`config.mk`:
```
export PLATFORM = sky130hd
export DESIGN_NAME = serial_bit_bang_word_sequencer_core
export DESIGN_NICKNAME = d
export VERILOG_FILES = /design/src/hdl/sbb_pkg.sv /design/src/hdl/sbb_sequencer.sv /design/src/hdl/sbb_datapath.sv /design/src/hdl/serial_bit_bang_word_sequencer_core.sv
export SDC_FILE = /design/constraint.sdc
export NUM_CORES = 1
export LEC_CHECK = 0
export ABC_AREA = 1
export BUFFER_PORTS_ARGS = -buffer_cell sky130_fd_sc_hd__buf_2
export CORE_MARGIN = 4
export CORE_UTILIZATION = 41
export CTS_CLUSTER_SIZE = 24
export DETAILED_ROUTE_END_ITERATION = 12
export PLACE_DENSITY_LB_ADDON = 0.15
export SLEW_MARGIN = 20
export SYNTH_ARGS = -nofsm -noshare
export SYNTH_HDL_FRONTEND = slang
export SYNTH_SLANG_ARGS = --single-unit
```
`constraint.sdc`:
```
create_clock -name clk_i -period 3.7 [get_ports clk_i]
set_input_delay 0.555 -clock clk_i [delete_from_list [all_inputs] [get_ports clk_i]]
set_output_delay 0.555 -clock clk_i [all_outputs]
set_load 0.05 [all_outputs]
```
`src/hdl/sbb_pkg.sv`:
```
// Shared types, constants and the microcode table of the bit-bang word sequencer.
// Used by sbb_sequencer, sbb_datapath and serial_bit_bang_word_sequencer_core.
`default_nettype none

package sbb_pkg;

  localparam int unsigned WORD_BITS    = 32;
  localparam int unsigned PORTION_BITS = 16;
  localparam int unsigned CNT_BITS     = $clog2(WORD_BITS + 1);
  localparam int unsigned POS_BITS     = 5;
  localparam int unsigned CFG_IDX_BITS = 3;
  localparam int unsigned CFG_DAT_BITS = 5;
  localparam int unsigned DAC_PORTIONS = 2;

  typedef struct packed {
    logic                 kind;
    logic [5:0]           count;
    logic [WORD_BITS-1:0] data_word;
    logic [WORD_BITS-1:0] base_word;
  } in_word_t;

  typedef struct packed {
    logic [WORD_BITS-1:0] pin_word;
    logic                 clock_pulse;
    logic                 error;
    logic                 last;
  } out_word_t;

  typedef enum logic [CFG_IDX_BITS-1:0] {
    CFG_FRONT_DATA_BIT  = 3'd0,
    CFG_FRONT_CLOCK_BIT = 3'd1,
    CFG_DAC_DATA_BIT    = 3'd2,
    CFG_DAC_CLOCK_BIT   = 3'd3,
    CFG_SYNC_BIT        = 3'd4,
    CFG_SYNC_ACTIVE_HI  = 3'd5
  } cfg_idx_e;

  typedef enum logic [3:0] {
    STEP_ERR      = 4'd0,
    STEP_F_HEAD   = 4'd1,
    STEP_F_BIT    = 4'd2,
    STEP_F_TAIL   = 4'd3,
    STEP_D_HEAD   = 4'd4,
    STEP_D_STROBE = 4'd5,
    STEP_D_BIT    = 4'd6,
    STEP_D_HOLD   = 4'd7,
    STEP_D_REL    = 4'd8,
    STEP_D_TAIL   = 4'd9
  } step_e;

  typedef enum logic [2:0] {
    PIN_ZERO     = 3'd0,
    PIN_BASE     = 3'd1,
    PIN_REL      = 3'd2,
    PIN_ACT      = 3'd3,
    PIN_BIT_BASE = 3'd4,
    PIN_BIT_ACT  = 3'd5
  } pin_sel_e;

  typedef enum logic [1:0] {
    COND_NEXT     = 2'd0,
    COND_BITS     = 2'd1,
    COND_PORTIONS = 2'd2
  } cond_e;

  typedef struct packed {
    pin_sel_e pin_sel;
    logic     clock_pulse;
    logic     error;
    logic     last;
    logic     shift;
    logic     clr_bits;
    logic     inc_portion;
    cond_e    cond;
    step_e    target;
    logic     done;
  } ctrl_word_t;

  typedef struct packed {
    logic       load;
    logic       step;
    ctrl_word_t cw;
  } dp_ctrl_t;

  typedef struct packed {
    logic out_valid;
    logic more_bits;
    logic more_portions;
  } dp_status_t;

  function automatic ctrl_word_t sbb_rom(step_e pc);
    ctrl_word_t cw;
    cw = '{pin_sel: PIN_ZERO, clock_pulse: 1'b0, error: 1'b0, last: 1'b0,
           shift: 1'b0, clr_bits: 1'b0, inc_portion: 1'b0, cond: COND_NEXT,
           target: STEP_ERR, done: 1'b0};
    unique case (pc)
      STEP_ERR: begin
        cw.error = 1'b1;
        cw.last  = 1'b1;
        cw.done  = 1'b1;
      end
      STEP_F_HEAD: begin
        cw.pin_sel = PIN_BASE;
      end
      STEP_F_BIT: begin
        cw.pin_sel     = PIN_BIT_BASE;
        cw.clock_pulse = 1'b1;
        cw.shift       = 1'b1;
        cw.cond        = COND_BITS;
        cw.target      = STEP_F_BIT;
      end
      STEP_F_TAIL: begin
        cw.pin_sel = PIN_BASE;
        cw.last    = 1'b1;
        cw.done    = 1'b1;
      end
      STEP_D_HEAD: begin
        cw.pin_sel = PIN_REL;
      end
      STEP_D_STROBE: begin
        cw.pin_sel  = PIN_ACT;
        cw.clr_bits = 1'b1;
      end
      STEP_D_BIT: begin
        cw.pin_sel     = PIN_BIT_ACT;
        cw.clock_pulse = 1'b1;
        cw.shift       = 1'b1;
        cw.cond        = COND_BITS;
        cw.target      = STEP_D_BIT;
      end
      STEP_D_HOLD: begin
        cw.pin_sel = PIN_ACT;
      end
      STEP_D_REL: begin
        cw.pin_sel     = PIN_REL;
        cw.inc_portion = 1'b1;
        cw.cond        = COND_PORTIONS;
        cw.target      = STEP_D_STROBE;
      end
      STEP_D_TAIL: begin
        cw.pin_sel = PIN_REL;
        cw.last    = 1'b1;
        cw.done    = 1'b1;
      end
      default: begin
        cw.error = 1'b1;
        cw.last  = 1'b1;
        cw.done  = 1'b1;
      end
    endcase
    return cw;
  endfunction

endpackage

`default_nettype wire

```
`src/hdl/sbb_sequencer.sv`:
```
// Step counter, microcode fetch and jump logic of the bit-bang word sequencer.
// Depends on sbb_pkg for the microcode table and control types.
`default_nettype none

module sbb_sequencer (
  input  wire                  clk_i,
  input  wire                  rst_ni,
  input  wire                  in_valid_i,
  input  sbb_pkg::in_word_t    in_word_i,
  output logic                 in_stall_o,
  input  wire                  out_stall_i,
  input  sbb_pkg::dp_status_t  status_i,
  output sbb_pkg::dp_ctrl_t    ctrl_o
);

  logic               active_q, active_d;
  sbb_pkg::step_e     pc_q, pc_d;
  sbb_pkg::ctrl_word_t cw;
  sbb_pkg::step_e     entry;
  logic               accept, step, count_ok;

  assign cw         = sbb_pkg::sbb_rom(pc_q);
  assign in_stall_o = active_q;
  assign accept     = in_valid_i && !active_q;
  assign step       = active_q && (!status_i.out_valid || !out_stall_i);

  always_comb begin
    if (in_word_i.kind) begin
      count_ok = (in_word_i.count == 6'd1) ||
                 (in_word_i.count == 6'(sbb_pkg::DAC_PORTIONS));
    end else begin
      count_ok = (in_word_i.count != 6'd0) &&
                 (in_word_i.count <= 6'(sbb_pkg::WORD_BITS));
    end
    priority if (!count_ok) begin
      entry = sbb_pkg::STEP_ERR;
    end else if (in_word_i.kind) begin
      entry = sbb_pkg::STEP_D_HEAD;
    end else begin
      entry = sbb_pkg::STEP_F_HEAD;
    end
  end

  always_comb begin
    active_d = active_q;
    pc_d     = pc_q;
    if (accept) begin
      active_d = 1'b1;
      pc_d     = entry;
    end else if (step) begin
      if (cw.done) begin
        active_d = 1'b0;
      end else begin
        unique case (cw.cond)
          sbb_pkg::COND_BITS:
            pc_d = status_i.more_bits ? cw.target : sbb_pkg::step_e'(pc_q + 4'd1);
          sbb_pkg::COND_PORTIONS:
            pc_d = status_i.more_portions ? cw.target : sbb_pkg::step_e'(pc_q + 4'd1);
          default:
            pc_d = sbb_pkg::step_e'(pc_q + 4'd1);
        endcase
      end
    end
  end

  always_ff @(posedge clk_i or negedge rst_ni) begin
    if (!rst_ni) begin
      active_q <= 1'b0;
      pc_q     <= sbb_pkg::STEP_ERR;
    end else begin
      active_q <= active_d;
      pc_q     <= pc_d;
    end
  end

  assign ctrl_o.load = accept;
  assign ctrl_o.step = step;
  assign ctrl_o.cw   = cw;

  a_accept_starts: assert property (@(posedge clk_i) disable iff (!rst_ni)
    accept |=> active_q)
    else $error("accepted command did not start the sequencer");

  a_last_ends: assert property (@(posedge clk_i) disable iff (!rst_ni)
    (step && cw.last) |=> !active_q)
    else $error("sequencer still active after final word");

  a_entry_point: assert property (@(posedge clk_i) disable iff (!rst_ni)
    $rose(active_q) |-> (pc_q == sbb_pkg::STEP_ERR || pc_q == sbb_pkg::STEP_F_HEAD ||
                         pc_q == sbb_pkg::STEP_D_HEAD))
    else $error("program entered at a step that is no entry point");

  a_step_only_free: assert property (@(posedge clk_i) disable iff (!rst_ni)
    (status_i.out_valid && out_stall_i) |-> !step)
    else $error("step taken while output word is stalled");

endmodule

`default_nettype wire

```
`src/hdl/sbb_datapath.sv`:
```
// Shift register, counters, pin-word builder, output register and pin-position registers.
// Driven by the control word from sbb_sequencer; depends on sbb_pkg.
`default_nettype none

module sbb_datapath (
  input  wire                                   clk_i,
  input  wire                                   rst_ni,
  input  wire                                   cfg_valid_i,
  input  wire [sbb_pkg::CFG_IDX_BITS-1:0]       cfg_index_i,
  input  wire [sbb_pkg::CFG_DAT_BITS-1:0]       cfg_data_i,
  input  sbb_pkg::in_word_t                     in_word_i,
  input  sbb_pkg::dp_ctrl_t                     ctrl_i,
  input  wire                                   out_stall_i,
  output logic                                  out_valid_o,
  output sbb_pkg::out_word_t                    out_word_o,
  output sbb_pkg::dp_status_t                   status_o
);

  localparam int unsigned W = sbb_pkg::WORD_BITS;
  localparam int unsigned C = sbb_pkg::CNT_BITS;
  localparam int unsigned P = sbb_pkg::POS_BITS;

  logic [P-1:0]   front_data_q, dac_data_q, sync_pos_q;
  logic           sync_high_q;

  logic           kind_q;
  logic [5:0]     count_q;
  logic [W-1:0]   base_q, shift_q;
  logic [C-1:0]   bit_cnt_q, bit_limit_q;
  logic [1:0]     portion_q;

  logic           out_valid_q;
  sbb_pkg::out_word_t out_q;

  logic [W-1:0]   dmask, smask, act, rel, bit_src, pin;
  logic [C-1:0]   bit_next;
  logic [5:0]     portion_next;

  always_ff @(posedge clk_i or negedge rst_ni) begin
    if (!rst_ni) begin
      front_data_q <= P'(0);
      dac_data_q   <= P'(2);
      sync_pos_q   <= P'(4);
      sync_high_q  <= 1'b1;
    end else if (cfg_valid_i) begin
      unique case (sbb_pkg::cfg_idx_e'(cfg_index_i))
        sbb_pkg::CFG_FRONT_DATA_BIT: front_data_q <= cfg_data_i[P-1:0];
        sbb_pkg::CFG_DAC_DATA_BIT:   dac_data_q   <= cfg_data_i[P-1:0];
        sbb_pkg::CFG_SYNC_BIT:       sync_pos_q   <= cfg_data_i[P-1:0];
        sbb_pkg::CFG_SYNC_ACTIVE_HI: sync_high_q  <= cfg_data_i[0];
        default: ;
      endcase
    end
  end

  assign dmask    = W'(1) << (kind_q ? dac_data_q : front_data_q);
  assign smask    = W'(1) << sync_pos_q;
  assign act      = sync_high_q ? (base_q | smask) : (base_q & ~smask);
  assign rel      = sync_high_q ? (base_q & ~smask) : (base_q | smask);
  assign bit_next = bit_cnt_q + C'(1);
  assign portion_next = {4'd0, portion_q} + 6'd1;

  always_comb begin
    bit_src = (ctrl_i.cw.pin_sel == sbb_pkg::PIN_BIT_ACT) ? act : base_q;
    unique case (ctrl_i.cw.pin_sel)
      sbb_pkg::PIN_BASE:     pin = base_q;
      sbb_pkg::PIN_REL:      pin = rel;
      sbb_pkg::PIN_ACT:      pin = act;
      sbb_pkg::PIN_BIT_BASE,
      sbb_pkg::PIN_BIT_ACT:  pin = shift_q[0] ? (bit_src | dmask) : (bit_src & ~dmask);
      default:               pin = '0;
    endcase
  end

  always_ff @(posedge clk_i) begin
    if (ctrl_i.load) begin
      kind_q      <= in_word_i.kind;
      count_q     <= in_word_i.count;
      base_q      <= in_word_i.base_word;
      shift_q     <= in_word_i.data_word;
      bit_cnt_q   <= '0;
      bit_limit_q <= in_word_i.kind ? C'(sbb_pkg::PORTION_BITS) : in_word_i.count[C-1:0];
      portion_q   <= '0;
    end else if (ctrl_i.step) begin
      if (ctrl_i.cw.shift) begin
        shift_q   <= shift_q >> 1;
        bit_cnt_q <= bit_next;
      end else if (ctrl_i.cw.clr_bits) begin
        bit_cnt_q <= '0;
      end
      if (ctrl_i.cw.inc_portion) begin
        portion_q <= portion_q + 2'd1;
      end
    end
    if (ctrl_i.step) begin
      out_q.pin_word    <= pin;
      out_q.clock_pulse <= ctrl_i.cw.clock_pulse;
      out_q.error       <= ctrl_i.cw.error;
      out_q.last        <= ctrl_i.cw.last;
    end
  end

  always_ff @(posedge clk_i or negedge rst_ni) begin
    if (!rst_ni) begin
      out_valid_q <= 1'b0;
    end else if (ctrl_i.step) begin
      out_valid_q <= 1'b1;
    end else if (!out_stall_i) begin
      out_valid_q <= 1'b0;
    end
  end

  assign out_valid_o            = out_valid_q;
  assign out_word_o             = out_q;
  assign status_o.out_valid     = out_valid_q;
  assign status_o.more_bits     = bit_next < bit_limit_q;
  assign status_o.more_portions = portion_next < count_q;

endmodule

`default_nettype wire

```
`src/hdl/serial_bit_bang_word_sequencer_core.sv`:
```
// Top level of the bit-bang word sequencer: one shift command in, a run of port words out.
// Instantiates sbb_sequencer and sbb_datapath; depends on sbb_pkg.
//
// Usage:
//   Input channel: in_valid_i / in_stall_o carry one command word (kind, count,
//   data_word, base_word). Output channel: out_valid_o / out_stall_i carry port words
//   (pin_word, clock_pulse, error, last); last marks the final word of a command.
//   Config channel: cfg_valid_i / cfg_ready_o, always ready; write only while idle.
//   A front-end command gives count+2 words, a DAC command 2+19*count words, a bad
//   count a single error word. The microcode program emits one word per cycle while
//   the output is not stalled. On acceptance the step counter is loaded, and the first
//   word then passes into the output register. The next command is taken the cycle
//   after the final step, while that final word may still sit in the output register.
//   A stalled output holds its word and freezes the step counter.
//   Reset clears the sequencer and the output valid and restores the pin positions
//   (front data 0, DAC data 2, sync 4, sync active high). Clock pin positions are
//   accepted on the config port and have no effect on the port words.
`default_nettype none

module serial_bit_bang_word_sequencer_core (
  input  wire                                clk_i,
  input  wire                                rst_ni,
  input  wire                                in_valid_i,
  input  sbb_pkg::in_word_t                  in_word_i,
  output logic                               in_stall_o,
  output logic                               out_valid_o,
  output sbb_pkg::out_word_t                 out_word_o,
  input  wire                                out_stall_i,
  input  wire                                cfg_valid_i,
  output logic                               cfg_ready_o,
  input  wire [sbb_pkg::CFG_IDX_BITS-1:0]    cfg_index_i,
  input  wire [sbb_pkg::CFG_DAT_BITS-1:0]    cfg_data_i
);

  sbb_pkg::dp_ctrl_t   ctrl;
  sbb_pkg::dp_status_t status;

  assign cfg_ready_o = 1'b1;

  sbb_sequencer u_seq (
    .clk_i       (clk_i),
    .rst_ni      (rst_ni),
    .in_valid_i  (in_valid_i),
    .in_word_i   (in_word_i),
    .in_stall_o  (in_stall_o),
    .out_stall_i (out_stall_i),
    .status_i    (status),
    .ctrl_o      (ctrl)
  );

  sbb_datapath u_dp (
    .clk_i       (clk_i),
    .rst_ni      (rst_ni),
    .cfg_valid_i (cfg_valid_i),
    .cfg_index_i (cfg_index_i),
    .cfg_data_i  (cfg_data_i),
    .in_word_i   (in_word_i),
    .ctrl_i      (ctrl),
    .out_stall_i (out_stall_i),
    .out_valid_o (out_valid_o),
    .out_word_o  (out_word_o),
    .status_o    (status)
  );

endmodule

`default_nettype wire

```
# After elaboration in Yosys (flattened, before gate mapping)
# Cells that the tools add are included.
[totals]
reg_bits = 142
in_bits = 84
output_inout_bits = 38
[classes]
n_addsub = 4
magnitude_cmp = 3
eq_ne = 23
shift = 2
mux = 32
bitwise_logic = 6
reduce_logical = 30
[op_table]
columns = ["op", "n"]
rows = [
  ["two-way mux 32 bit", 7],
  ["case mux 32 bit (4 select lines)", 1],
  ["AND 32 bit", 2],
  ["NOT 32 bit", 2],
  ["bitwise OR 32 bit", 2],
  ["left shift 1 x 5 -> 32 bit, first input constant", 2],
  ["two-way mux 4 bit", 6],
  ["case mux 6 bit (3 select lines)", 1],
  ["AND reduction 2 bit", 9],
  ["== test 4 x 3 -> 1 bit, second input constant", 4],
  ["case mux 3 bit (5 select lines)", 1],
  ["== test 3 bit, second input constant", 4],
  ["< comparator 6 bit", 2],
  ["two-way mux 6 bit", 2],
  ["two-way mux 1 bit", 11],
  ["== test 3 x 2 -> 1 bit, second input constant", 3],
  ["OR reduction 9 bit", 1],
  ["== test 4 x 2 -> 1 bit, second input constant", 2],
  ["== test 4 bit, second input constant", 2],
  ["case mux 4 bit (2 select lines)", 1],
  ["nonzero test 2 bit", 4],
  ["OR reduction 2 bit", 4],
  ["OR reduction 7 bit", 1],
  ["adder 6 x 1 -> 6 bit, second input constant", 1],
  ["other kinds (19)", 25],
]

# Longest topological paths before layout
# Gate-level depths: netlist of run 1.
[logic_depth]
depth_word = 8
mapped_depth = 17
depth_no_buf = 17

# Modules after synthesis
# From an unflattened synthesis of run 1, not the netlist that was laid out.
[unflattened]
cells_unflattened = 1155
area_unflattened_um2 = 8838.5
[modules_own_cells]
columns = ["module", "instances", "cells_each", "area_per_inst_um2", "seq_area_each_um2"]
rows = [
  ["sbb_datapath", 1, 1032, 8057.7, 3952.5],
  ["sbb_sequencer", 1, 121, 769.5, 125.1],
  ["serial_bit_bang_word_sequencer_core", 1, 2, 11.3, 0.0],
]

# Least setup slack after synthesis of run 1
# Ideal clock, no wire load.
[synth_path]
kind = "reg-to-reg"
from = "reg u_seq.active_q, in the netlist u_seq.in_stall_o"
to = "reg u_dp.shift_q[0] (enable)"
setup_ns = 0.390
arrival_ns = 3.402
required_ns = 3.310
path_slack_ns = -0.092
stages_incl_launch_ff = 5
path_buffers = 0
period_less_slack_ns = 3.792
path_cell_list = "dfrtp_1 -> inv_1 -> nor2_1 -> nand2_1 -> nand2_1"
[synth_lines]
columns = ["element", "line_no", "source"]
rows = [
  ["start: declaration", "sbb_sequencer.sv:16", "logic active_q, active_d;"],
  ["start signal: assignment", "sbb_sequencer.sv:71", "active_q <= active_d;"],
  ["end signal: assignment", "sbb_datapath.sv:80", "shift_q <= in_word_i.data_word;"],
  ["end signal: assignment", "sbb_datapath.sv:86", "shift_q <= shift_q >> 1;"],
  ["end: declaration", "sbb_datapath.sv:28", "logic [W-1:0] base_q, shift_q;"],
]

# Final worst setup path of run 1
[layout_path]
from = "reg u_dp.sync_pos_q[4]"
to = "reg u_dp.out_q (netlist bit u_dp.out_word_o[24]) (data pin)"
[layout_via]
elab_chain_cells = 8
elab_cells_between_ends = 11
classes_between = "shift (1); mux (5); bitwise (5)"
[layout_rtl]
columns = ["element", "line_no", "source"]
rows = [
  ["start: declaration", "sbb_datapath.sv:23", "logic [P-1:0] front_data_q, dac_data_q, sync_pos_q;"],
  ["start signal: assignment", "sbb_datapath.sv:49", "sbb_pkg::CFG_SYNC_BIT: sync_pos_q <= cfg_data_i[P-1:0];"],
  ["left shift 1 x 5 -> 32 bit (*)", "sbb_datapath.sv:57", "assign smask = W'(1) << sync_pos_q;"],
  ["NOT 32 bit", "sbb_datapath.sv:58, sbb_datapath.sv:59", ""],
  ["AND 32 bit", "sbb_datapath.sv:58, sbb_datapath.sv:59", ""],
  ["two-way mux 32 bit", "sbb_datapath.sv:58", "assign act = sync_high_q ? (base_q | smask) : (base_q & ~smask);"],
  ["two-way mux 32 bit", "sbb_datapath.sv:64", "bit_src = (ctrl_i.cw.pin_sel == sbb_pkg::PIN_BIT_ACT) ? act : base_q;"],
  ["AND 32 bit or bitwise OR 32 bit (tied branches)", "sbb_datapath.sv:70", "sbb_pkg::PIN_BIT_ACT: pin = shift_q[0] ? (bit_src | dmask) : (bit_src & ~dmask);"],
  ["two-way mux 32 bit", "sbb_datapath.sv:70", ""],
  ["case mux 32 bit (4 select lines) (*)", "sbb_datapath.sv:65", "unique case (ctrl_i.cw.pin_sel)"],
  ["net u_dp.pin[21]", "sbb_datapath.sv:35", "logic [W-1:0] dmask, smask, act, rel, bit_src, pin;"],
  ["end: declaration", "sbb_datapath.sv:33", "sbb_pkg::out_word_t out_q;"],
]
# Mark *: on every way through the listed nets, which the timed path passes. The rest lies on a longest branch.
# A chain may end at the register's enable or synchronous reset.

==> run_summary.xml, run 1 <==
<?xml version="1.0" encoding="UTF-8"?>
<metrics>
  <group name="timing">
    <metric name="worst_slew_pin_slew" unit="ps">998</metric>
    <metric name="finalCritPeriodShare" unit="">0.747</metric>
    <metric name="period_minus_slack" unit="ps">2770</metric>
    <metric name="timing_limited_maximum_frequency" unit="MHz">362</metric>
    <metric name="total_negative_slack" unit="ps">0</metric>
    <metric name="timing.slew.headroom" unit="">0.335</metric>
    <metric name="report.final.slew_viol_count" unit="">0</metric>
    <metric name="final.setup_skew" unit="ps">11.2</metric>
    <metric name="final-hold-violation-count" unit="">0</metric>
    <metric name="grt_setup_unrepaired" unit="">false</metric>
    <metric name="final-setup-viol-count" unit="">0</metric>
  </group>
  <group name="synth">
    <metric name="synthesis.area_per_instance" unit="sq um">7.55</metric>
    <metric name="postSynth.topFlopCell" unit="">sky130_fd_sc_hd__edfxtp_1</metric>
    <metric name="synth_enable_flop_cells" unit="">112</metric>
    <metric name="mappedNetlistNets" unit="">1258</metric>
    <metric name="ys_seq_area_frac" unit="">0.466</metric>
    <metric name="async_reset_ff_frac" unit="">0.155</metric>
    <metric name="ys_seq_elements" unit="">142</metric>
    <metric name="post_synth_instance_area" unit="sq um">8750</metric>
    <metric name="netlist_instances" unit="">1159</metric>
    <metric name="post_synth_num_cell_types" unit="">48</metric>
    <metric name="ys_warn_count" unit="">0</metric>
  </group>
  <group name="floorplan">
    <metric name="floorplan.initialDensity" unit="">0.416</metric>
    <metric name="ioPinCount" unit="">122</metric>
    <metric name="fp.coreArea" unit="sq um">21000</metric>
    <metric name="floorplan.die_area" unit="sq um">23800</metric>
    <metric name="die-width" unit="um">154</metric>
    <metric name="chip_height" unit="um">154</metric>
    <metric name="cell_rows" unit="">53</metric>
  </group>
  <group name="detailed_routing">
    <metric name="routed_wirelength" unit="um">22800</metric>
    <metric name="remaining_drc_errors" unit="">0</metric>
    <metric name="route.vias.total" unit="">7738</metric>
    <metric name="viasPerCell" unit="">5.00</metric>
    <metric name="ant_nets" unit="">0</metric>
    <metric name="route.detailed.wl_per_inst" unit="um">14.7</metric>
    <metric name="drt-initial-drc-count" unit="">482</metric>
    <metric name="detailed_router_iteration_count_before_antenna_repair" unit="">5</metric>
  </group>
  <group name="grt">
    <metric name="global_route_wire_length_before_repair" unit="um">37300</metric>
    <metric name="grt_use_total" unit="">0.195</metric>
    <metric name="grt_max_degree" unit="">82</metric>
    <metric name="initial_antenna_violation_count" unit="">3</metric>
    <metric name="overflow" unit="">0</metric>
    <metric name="grt_pass1_vias" unit="">7484</metric>
  </group>
  <group name="critical_path">
    <metric name="crit_path_cell_trace" unit="">clkinv_1 &gt; nor3_1 &gt; o21ai_0 &gt; nand2_1 &gt; nand2_1 &gt; nor2_1 &gt; nand2_1</metric>
    <metric name="cp_data_arrival_time" unit="ps">2950</metric>
    <metric name="crit_path_top_delay_cell" unit="">sky130_fd_sc_hd__dfrtp_1</metric>
    <metric name="path_class" unit="">flop to flop</metric>
    <metric name="timing.reg2reg.worst_path_depth" unit="">7</metric>
    <metric name="critical_path.reg2reg.startpoint" unit="">u_dp.sync_pos_q[4]$_DFFE_PN0P_</metric>
    <metric name="timing.reg2reg.setup_slack" unit="ps">930</metric>
    <metric name="worstSetupStartpointType" unit="">flop</metric>
    <metric name="timing.rr.end" unit="">u_dp.out_word_o[24]$_DFFE_PP_</metric>
    <metric name="critical-path-top-delay-family" unit="">flip-flops</metric>
    <metric name="crit_path_max_incr_delay" unit="ps">890</metric>
    <metric name="critical_path_peak_fanout" unit="">26</metric>
    <metric name="crit_buf_inv" unit="">1</metric>
    <metric name="cp_num_cells" unit="">7</metric>
    <metric name="crit_path_end_kind" unit="">flop</metric>
    <metric name="cp_common_cell" unit="">sky130_fd_sc_hd__nand2_1</metric>
    <metric name="worstPathRequired" unit="ps">3890</metric>
  </group>
  <group name="power">
    <metric name="static_leakage_power" unit="nW">4.82</metric>
    <metric name="irDropWorstVdd" unit="mV">0.737</metric>
    <metric name="pd_cells" unit="nW/um^2">783</metric>
  </group>
  <group name="clocking">
    <metric name="clkLatencyLatePin" unit="ps">430</metric>
    <metric name="clock_path_buffers" unit="">2</metric>
    <metric name="cts.sinks" unit="">142</metric>
    <metric name="cts_setup_buffers" unit="">0</metric>
    <metric name="clkSlewWorstSetupHoldPaths" unit="ps">70</metric>
    <metric name="postCtsResizedCells" unit="">0</metric>
    <metric name="ctsRootBufferMaster" unit="">sky130_fd_sc_hd__clkbuf_16</metric>
    <metric name="ctsHoldBuffers" unit="">0</metric>
    <metric name="tritoncts.num_buffers" unit="">17</metric>
    <metric name="htree_levels" unit="">4</metric>
    <metric name="cts_tree" unit="">built</metric>
  </group>
  <group name="layout">
    <metric name="finalNetCount" unit="">1358</metric>
    <metric name="drive_gt1_frac" unit="">0.158</metric>
    <metric name="synthToLayoutAreaGrowth" unit="%">15.6</metric>
    <metric name="layout.filler_cells" unit="">2096</metric>
    <metric name="final_cells" unit="">1547</metric>
    <metric name="diodes" unit="">0</metric>
  </group>
  <group name="flow_run">
    <metric name="max_cap_violations" unit="">0</metric>
  </group>
  <group name="outcome">
    <metric name="run_status" unit="">finished clean</metric>
  </group>
  <group name="placed_design">
    <metric name="dp_wirelength" unit="um">15200</metric>
    <metric name="numPlacedInstances" unit="">1515</metric>
    <metric name="port-buffer-count" unit="">120</metric>
    <metric name="place.gp.congestion" unit="">0.820</metric>
  </group>
  <group name="worst_hold_path">
    <metric name="hold_path_class" unit="">input port to async pin</metric>
  </group>
</metrics>
per-layer routing:
metal,share of wire,up-vias,wire (um),GRT usage
met3,0.062,43,1410,0.0526
met5,0.0015,-,34,0
met2,0.46,209,10500,0.319
li1,-,3969,-,-
met1,0.45,3511,10300,0.253
met4,0.023,6,520,0.0652
synthesized netlist by cell type (3+ instances only):
cell / count / area [sq um]
sky130_fd_sc_hd__a21oi_1: 27 / 135
sky130_fd_sc_hd__buf_2: 13 / 65.1
sky130_fd_sc_hd__buf_4: 9 / 67.6
sky130_fd_sc_hd__buf_6: 4 / 45.0
sky130_fd_sc_hd__clkbuf_1: 20 / 75.1
sky130_fd_sc_hd__dfrtp_1: 19 / 475
sky130_fd_sc_hd__dfstp_2: 3 / 78.8
sky130_fd_sc_hd__dfxtp_1: 8 / 160
sky130_fd_sc_hd__edfxtp_1: 112 / 3360
sky130_fd_sc_hd__ha_1: 15 / 188
sky130_fd_sc_hd__inv_1: 108 / 405
sky130_fd_sc_hd__inv_2: 5 / 18.8
sky130_fd_sc_hd__nand2_1: 438 / 1640
sky130_fd_sc_hd__nand3_1: 94 / 470
sky130_fd_sc_hd__nand4_1: 12 / 75.1
sky130_fd_sc_hd__nor2_1: 130 / 488
sky130_fd_sc_hd__nor2_2: 4 / 25.0
sky130_fd_sc_hd__nor2_8: 3 / 60.1
sky130_fd_sc_hd__nor3_1: 4 / 20.0
sky130_fd_sc_hd__o211ai_1: 27 / 203
sky130_fd_sc_hd__o21ai_0: 62 / 310
sky130_fd_sc_hd__o21ai_2: 3 / 26.3
sky130_fd_sc_hd__or2_2: 4 / 25.0
sky130_fd_sc_hd__xor2_1: 3 / 26.3
per-stage QoR:
step           utilization  setup slack [ps]  cell area (sq um)  power, mW  hold WS, ps
6_report             0.481               934              10100       7.92         98.8
5_1_grt              0.481               587              10100       8.49          125
4_1_cts              0.481               982              10100       8.00          110
3_5_place_dp         0.453              1030               9520       6.20          475
3_3_place_gp         0.453              1060               9520       6.17          466
2_1_floorplan            -               554               8760       5.38          259
worst max path at each step:
stage	to	slack, ps	from
after floorplan	u_dp.shift_q[0]$_DFFE_PP_	550	u_seq.in_stall_o$_DFFE_PN0P_
after global routing	u_dp.out_word_o[24]$_DFFE_PP_	590	u_dp.sync_pos_q[4]$_DFFE_PN0P_
after detailed placement	u_dp.out_word_o[12]$_DFFE_PP_	1030	u_dp.kind_q$_DFFE_PP_
after global placement	u_dp.out_word_o[24]$_DFFE_PP_	1060	u_dp.sync_pos_q[4]$_DFFE_PN0P_
final	u_dp.out_word_o[24]$_DFFE_PP_	930	u_dp.sync_pos_q[4]$_DFFE_PN0P_
after CTS	u_dp.out_word_o[13]$_DFFE_PP_	980	u_dp.kind_q$_DFFE_PP_
state kept, by name, indices dropped and copies added (netlist names), 2 cells and up:
name               flops
u_dp.base_q           32
u_dp.bit_cnt_q         6
u_dp.bit_limit_q       6
u_dp.count_q           6
u_dp.dac_data_q        5
u_dp.front_data_q      5
u_dp.out_word_o       35
u_dp.portion_q         2
u_dp.shift_q          32
u_dp.sync_pos_q        5
u_seq.pc_q             4
kinds of logic after synthesis:
| kind of cell | after synthesis | synth area share |
|---|---|---|
| fa+ha+maj | 15 | 0.0214 |
| buf+inv | 164 | 0.0800 |
| simple gates | 705 | 0.342 |
| other cells | 1 | 0.000428 |
| xor+xnor | 4 | 0.00400 |
| compound gates | 128 | 0.0862 |
| flops | 142 | 0.466 |
power breakdown:
| part | total, mW | switching (mW) | internal (mW) |
|---|---|---|---|
| clock | 1.78 | 0.756 | 1.02 |
| combinational | 3.40 | 2.54 | 0.867 |
| sequential | 2.74 | 0.280 | 2.46 |
| total | 7.92 | 3.57 | 4.35 |
cells in the final DEF (no fill, tap or decap), types with 3 or more instances in the layout:
| cell | instances |
|---|---|
| sky130_fd_sc_hd__inv_6 | 6 |
| sky130_fd_sc_hd__inv_1 | 108 |
| sky130_fd_sc_hd__dfrtp_1 | 19 |
| sky130_fd_sc_hd__or2_2 | 4 |
| sky130_fd_sc_hd__o211ai_1 | 27 |
| sky130_fd_sc_hd__nor2_1 | 128 |
| sky130_fd_sc_hd__a21oi_1 | 27 |
| sky130_fd_sc_hd__buf_2 | 120 |
| sky130_fd_sc_hd__nor2_4 | 4 |
| sky130_fd_sc_hd__edfxtp_1 | 112 |
| sky130_fd_sc_hd__inv_2 | 5 |
| sky130_fd_sc_hd__xor2_1 | 3 |
| sky130_fd_sc_hd__dfxtp_1 | 8 |
| sky130_fd_sc_hd__nor2_8 | 3 |
| sky130_fd_sc_hd__o21ai_0 | 62 |
| sky130_fd_sc_hd__clkbuf_16 | 17 |
| sky130_fd_sc_hd__nand4_1 | 12 |
| sky130_fd_sc_hd__buf_4 | 8 |
| sky130_fd_sc_hd__nand3_1 | 94 |
| sky130_fd_sc_hd__ha_1 | 15 |
| sky130_fd_sc_hd__o21ai_2 | 3 |
| sky130_fd_sc_hd__dfstp_2 | 3 |
| sky130_fd_sc_hd__inv_8 | 3 |
| sky130_fd_sc_hd__nand2_1 | 438 |
| sky130_fd_sc_hd__nor2_2 | 4 |
| sky130_fd_sc_hd__nor3_1 | 4 |
layout make-up:
type,instances,area (sq um),share of cell area
inverter,117,444,0.0439
timing repair buffer,128,661,0.0653
tap,275,344,0.0340
multi-input combinational,853,3990,0.394
clock inverter,14,170,0.0168
sequential,142,4080,0.403
clock buffer,18,429,0.0424
Power figures use the tool's default switching activity.
==> run 2, diff against run 1 <==
==> constraint.sdc (replaced) <==
create_clock -name clk_i -period 2.7 [get_ports clk_i]
set_input_delay 0.405 -clock clk_i [delete_from_list [all_inputs] [get_ports clk_i]]
set_output_delay 0.405 -clock clk_i [all_outputs]
set_load 0.05 [all_outputs]
==> run_summary.xml, run 2 (synthesized netlist as in run 1, its figures left out) <==
<?xml version="1.0" encoding="UTF-8"?>
<metrics>
  <group name="layout">
    <metric name="layout.area.seq" unit="sq um">4080</metric>
    <metric name="final_cells" unit="">1562</metric>
    <metric name="diodes" unit="">0</metric>
    <metric name="drive_gt1_frac" unit="">0.168</metric>
    <metric name="fin_util" unit="">0.487</metric>
    <metric name="final_common_cell" unit="">sky130_fd_sc_hd__nand2_1</metric>
    <metric name="synthToLayoutAreaGrowth" unit="%">17.1</metric>
    <metric name="layout.cells.most_common_list" unit="">sky130_fd_sc_hd__nand2_1 (437), sky130_fd_sc_hd__nor2_1 (128), sky130_fd_sc_hd__buf_2 (120)</metric>
    <metric name="largest_reg_flops" unit="">35</metric>
    <metric name="layout.filler_cells" unit="">2062</metric>
    <metric name="design_area" unit="sq um">10200</metric>
    <metric name="finalNetCount" unit="">1373</metric>
    <metric name="multiInputGateArea" unit="sq um">4000</metric>
  </group>
  <group name="clocking">
    <metric name="htree_levels" unit="">4</metric>
    <metric name="clkLatencyLatePin" unit="ps">430</metric>
    <metric name="tritoncts.num_buffers" unit="">17</metric>
    <metric name="clock_path_buffers" unit="">2</metric>
    <metric name="cts_tree" unit="">built</metric>
    <metric name="ctsRootBufferMaster" unit="">sky130_fd_sc_hd__clkbuf_16</metric>
    <metric name="cts.sinks" unit="">142</metric>
    <metric name="cts_setup_buffers" unit="">0</metric>
    <metric name="clkSlewWorstSetupHoldPaths" unit="ps">70</metric>
  </group>
  <group name="grt">
    <metric name="grt_use_total" unit="">0.194</metric>
    <metric name="grt_max_degree" unit="">82</metric>
    <metric name="global_route_wire_length_before_repair" unit="um">37100</metric>
    <metric name="grt_pass1_vias" unit="">7462</metric>
    <metric name="overflow" unit="">0</metric>
    <metric name="initial_antenna_violation_count" unit="">2</metric>
  </group>
  <group name="placed_design">
    <metric name="setup_slack_after_placement" unit="ps">281</metric>
    <metric name="dp_wirelength" unit="um">15500</metric>
    <metric name="port-buffer-count" unit="">120</metric>
    <metric name="place.gp.congestion" unit="">0.848</metric>
    <metric name="placed_area" unit="sq um">9650</metric>
    <metric name="numPlacedInstances" unit="">1528</metric>
  </group>
  <group name="timing">
    <metric name="report.final.slew_viol_count" unit="">0</metric>
    <metric name="finalCritPeriodShare" unit="">0.937</metric>
    <metric name="hold_slack" unit="ps">149</metric>
    <metric name="period_minus_slack" unit="ps">2530</metric>
    <metric name="timing_limited_maximum_frequency" unit="MHz">395</metric>
    <metric name="grt_setup_unrepaired" unit="">false</metric>
    <metric name="worst_slew_pin_slew" unit="ps">946</metric>
    <metric name="timing.slew.headroom" unit="">0.369</metric>
    <metric name="final-hold-violation-count" unit="">0</metric>
    <metric name="final.setup_skew" unit="ps">13.3</metric>
    <metric name="setup_ws" unit="ps">171</metric>
    <metric name="total_negative_slack" unit="ps">0</metric>
    <metric name="final-setup-viol-count" unit="">0</metric>
  </group>
  <group name="floorplan">
    <metric name="floorplan.initialDensity" unit="">0.416</metric>
    <metric name="floorplan.die_area" unit="sq um">23800</metric>
    <metric name="cell_rows" unit="">53</metric>
    <metric name="die-width" unit="um">154</metric>
    <metric name="fp.coreArea" unit="sq um">21000</metric>
    <metric name="ioPinCount" unit="">122</metric>
    <metric name="chip_height" unit="um">154</metric>
  </group>
  <group name="critical_path">
    <metric name="crit_buf_inv" unit="">2</metric>
    <metric name="critical_path_peak_fanout" unit="">16</metric>
    <metric name="critical-path-top-delay-family" unit="">simple AND/OR/NAND/NOR gates</metric>
    <metric name="path_class" unit="">flop to flop</metric>
    <metric name="worstSetupStartpointType" unit="">flop</metric>
    <metric name="cp_common_cell" unit="">sky130_fd_sc_hd__nand2_1</metric>
    <metric name="timing.critical_path.from" unit="">u_seq.pc_q[0]$_DFFE_PN0P_</metric>
    <metric name="critical_path.reg2reg.startpoint" unit="">u_seq.pc_q[0]$_DFFE_PN0P_</metric>
    <metric name="worstPathRequired" unit="ps">3000</metric>
    <metric name="crit_path_end_kind" unit="">flop</metric>
    <metric name="crit_path_top_delay_cell" unit="">sky130_fd_sc_hd__nor2_2</metric>
    <metric name="crit_path_cell_trace" unit="">ha_1 &gt; inv_1 &gt; nand2_1 &gt; o21ai_4 &gt; nand2_2 &gt; inv_2 &gt; nor2_2 &gt; o211ai_1 &gt; nand2_1 &gt; nor2_1 &gt; nand2_1</metric>
    <metric name="cp_data_arrival_time" unit="ps">2830</metric>
    <metric name="crit_path_max_incr_delay" unit="ps">740</metric>
  </group>
  <group name="power">
    <metric name="clkPwrFrac" unit="">0.214</metric>
    <metric name="power.net_switching" unit="mW">4.92</metric>
    <metric name="pd_cells" unit="nW/um^2">1060</metric>
    <metric name="power.share.switching" unit="">0.452</metric>
    <metric name="finalPower" unit="mW">10.9</metric>
    <metric name="static_leakage_power" unit="nW">4.88</metric>
    <metric name="irDropWorstVdd" unit="mV">0.928</metric>
    <metric name="p_int" unit="mW">5.96</metric>
    <metric name="seq_power_share" unit="">0.342</metric>
    <metric name="comb_power_share" unit="">0.444</metric>
  </group>
  <group name="detailed_routing">
    <metric name="detailed_router_iteration_count_before_antenna_repair" unit="">5</metric>
    <metric name="route.vias.total" unit="">7791</metric>
    <metric name="ant_nets" unit="">0</metric>
    <metric name="viasPerCell" unit="">4.99</metric>
    <metric name="routed_wirelength" unit="um">23000</metric>
    <metric name="route.detailed.wl_per_inst" unit="um">14.7</metric>
    <metric name="remaining_drc_errors" unit="">0</metric>
    <metric name="drt-initial-drc-count" unit="">461</metric>
  </group>
  <group name="worst_hold_path">
    <metric name="hold_path_class" unit="">input port to flop</metric>
    <metric name="worst_hold_startpoint" unit="">in_word_i[6]</metric>
  </group>
  <group name="outcome">
    <metric name="run_status" unit="">finished clean</metric>
  </group>
  <group name="flow_run">
    <metric name="max_cap_violations" unit="">0</metric>
  </group>
</metrics>
## run 2: area by class of cell
class | count | share of cell area
sequential | 142 | 0.398
multi-input combinational | 854 | 0.390
timing repair buffer | 142 | 0.0786
inverter | 117 | 0.0433
clock buffer | 18 | 0.0419
tap | 275 | 0.0336
clock inverter | 14 | 0.0144
## run 2: power by group through the flow
stage                     Clock (mW)  Sequential, mW  Combinational [mW]
final                           2.33            3.72                4.83
after global routing            2.49            3.80                5.37
after global placement             0            3.77                4.77
after CTS                       2.38            3.73                4.84
after floorplan                    0            4.68                2.68
after detailed placement           0            3.76                4.82
## run 2: metal layers
layer | up-vias | share of wire | GRT usage
met5 | - | 0.0012 | 0
met4 | 4 | 0.016 | 0.0521
met3 | 32 | 0.067 | 0.0566
met2 | 214 | 0.48 | 0.324
met1 | 3545 | 0.44 | 0.247
li1 | 3996 | - | -
## run 2: path summary, 6_finish.rpt
path	to	slack, ps	depth (start not counted)
max	u_dp.out_word_o[20]$_DFFE_PP_	170	11
min	u_dp.base_q[6]$_DFFE_PP_	150	1
max reg2reg	u_dp.out_word_o[20]$_DFFE_PP_	170	11
min reg2reg	u_dp.bit_cnt_q[5]$_SDFFE_PP0P_	480	2
max in group asynchronous	u_dp.sync_high_q$_DFFE_PN1P_	1840	2
min in group asynchronous	u_dp.out_valid_o$_DFFE_PN0P_	490	2
## run 2: repair_timing
action	in CTS	in global routing
hold buffers	1	0
resized for setup	0	0
hold endpoints to repair	19	0
setup endpoints to repair	0	1
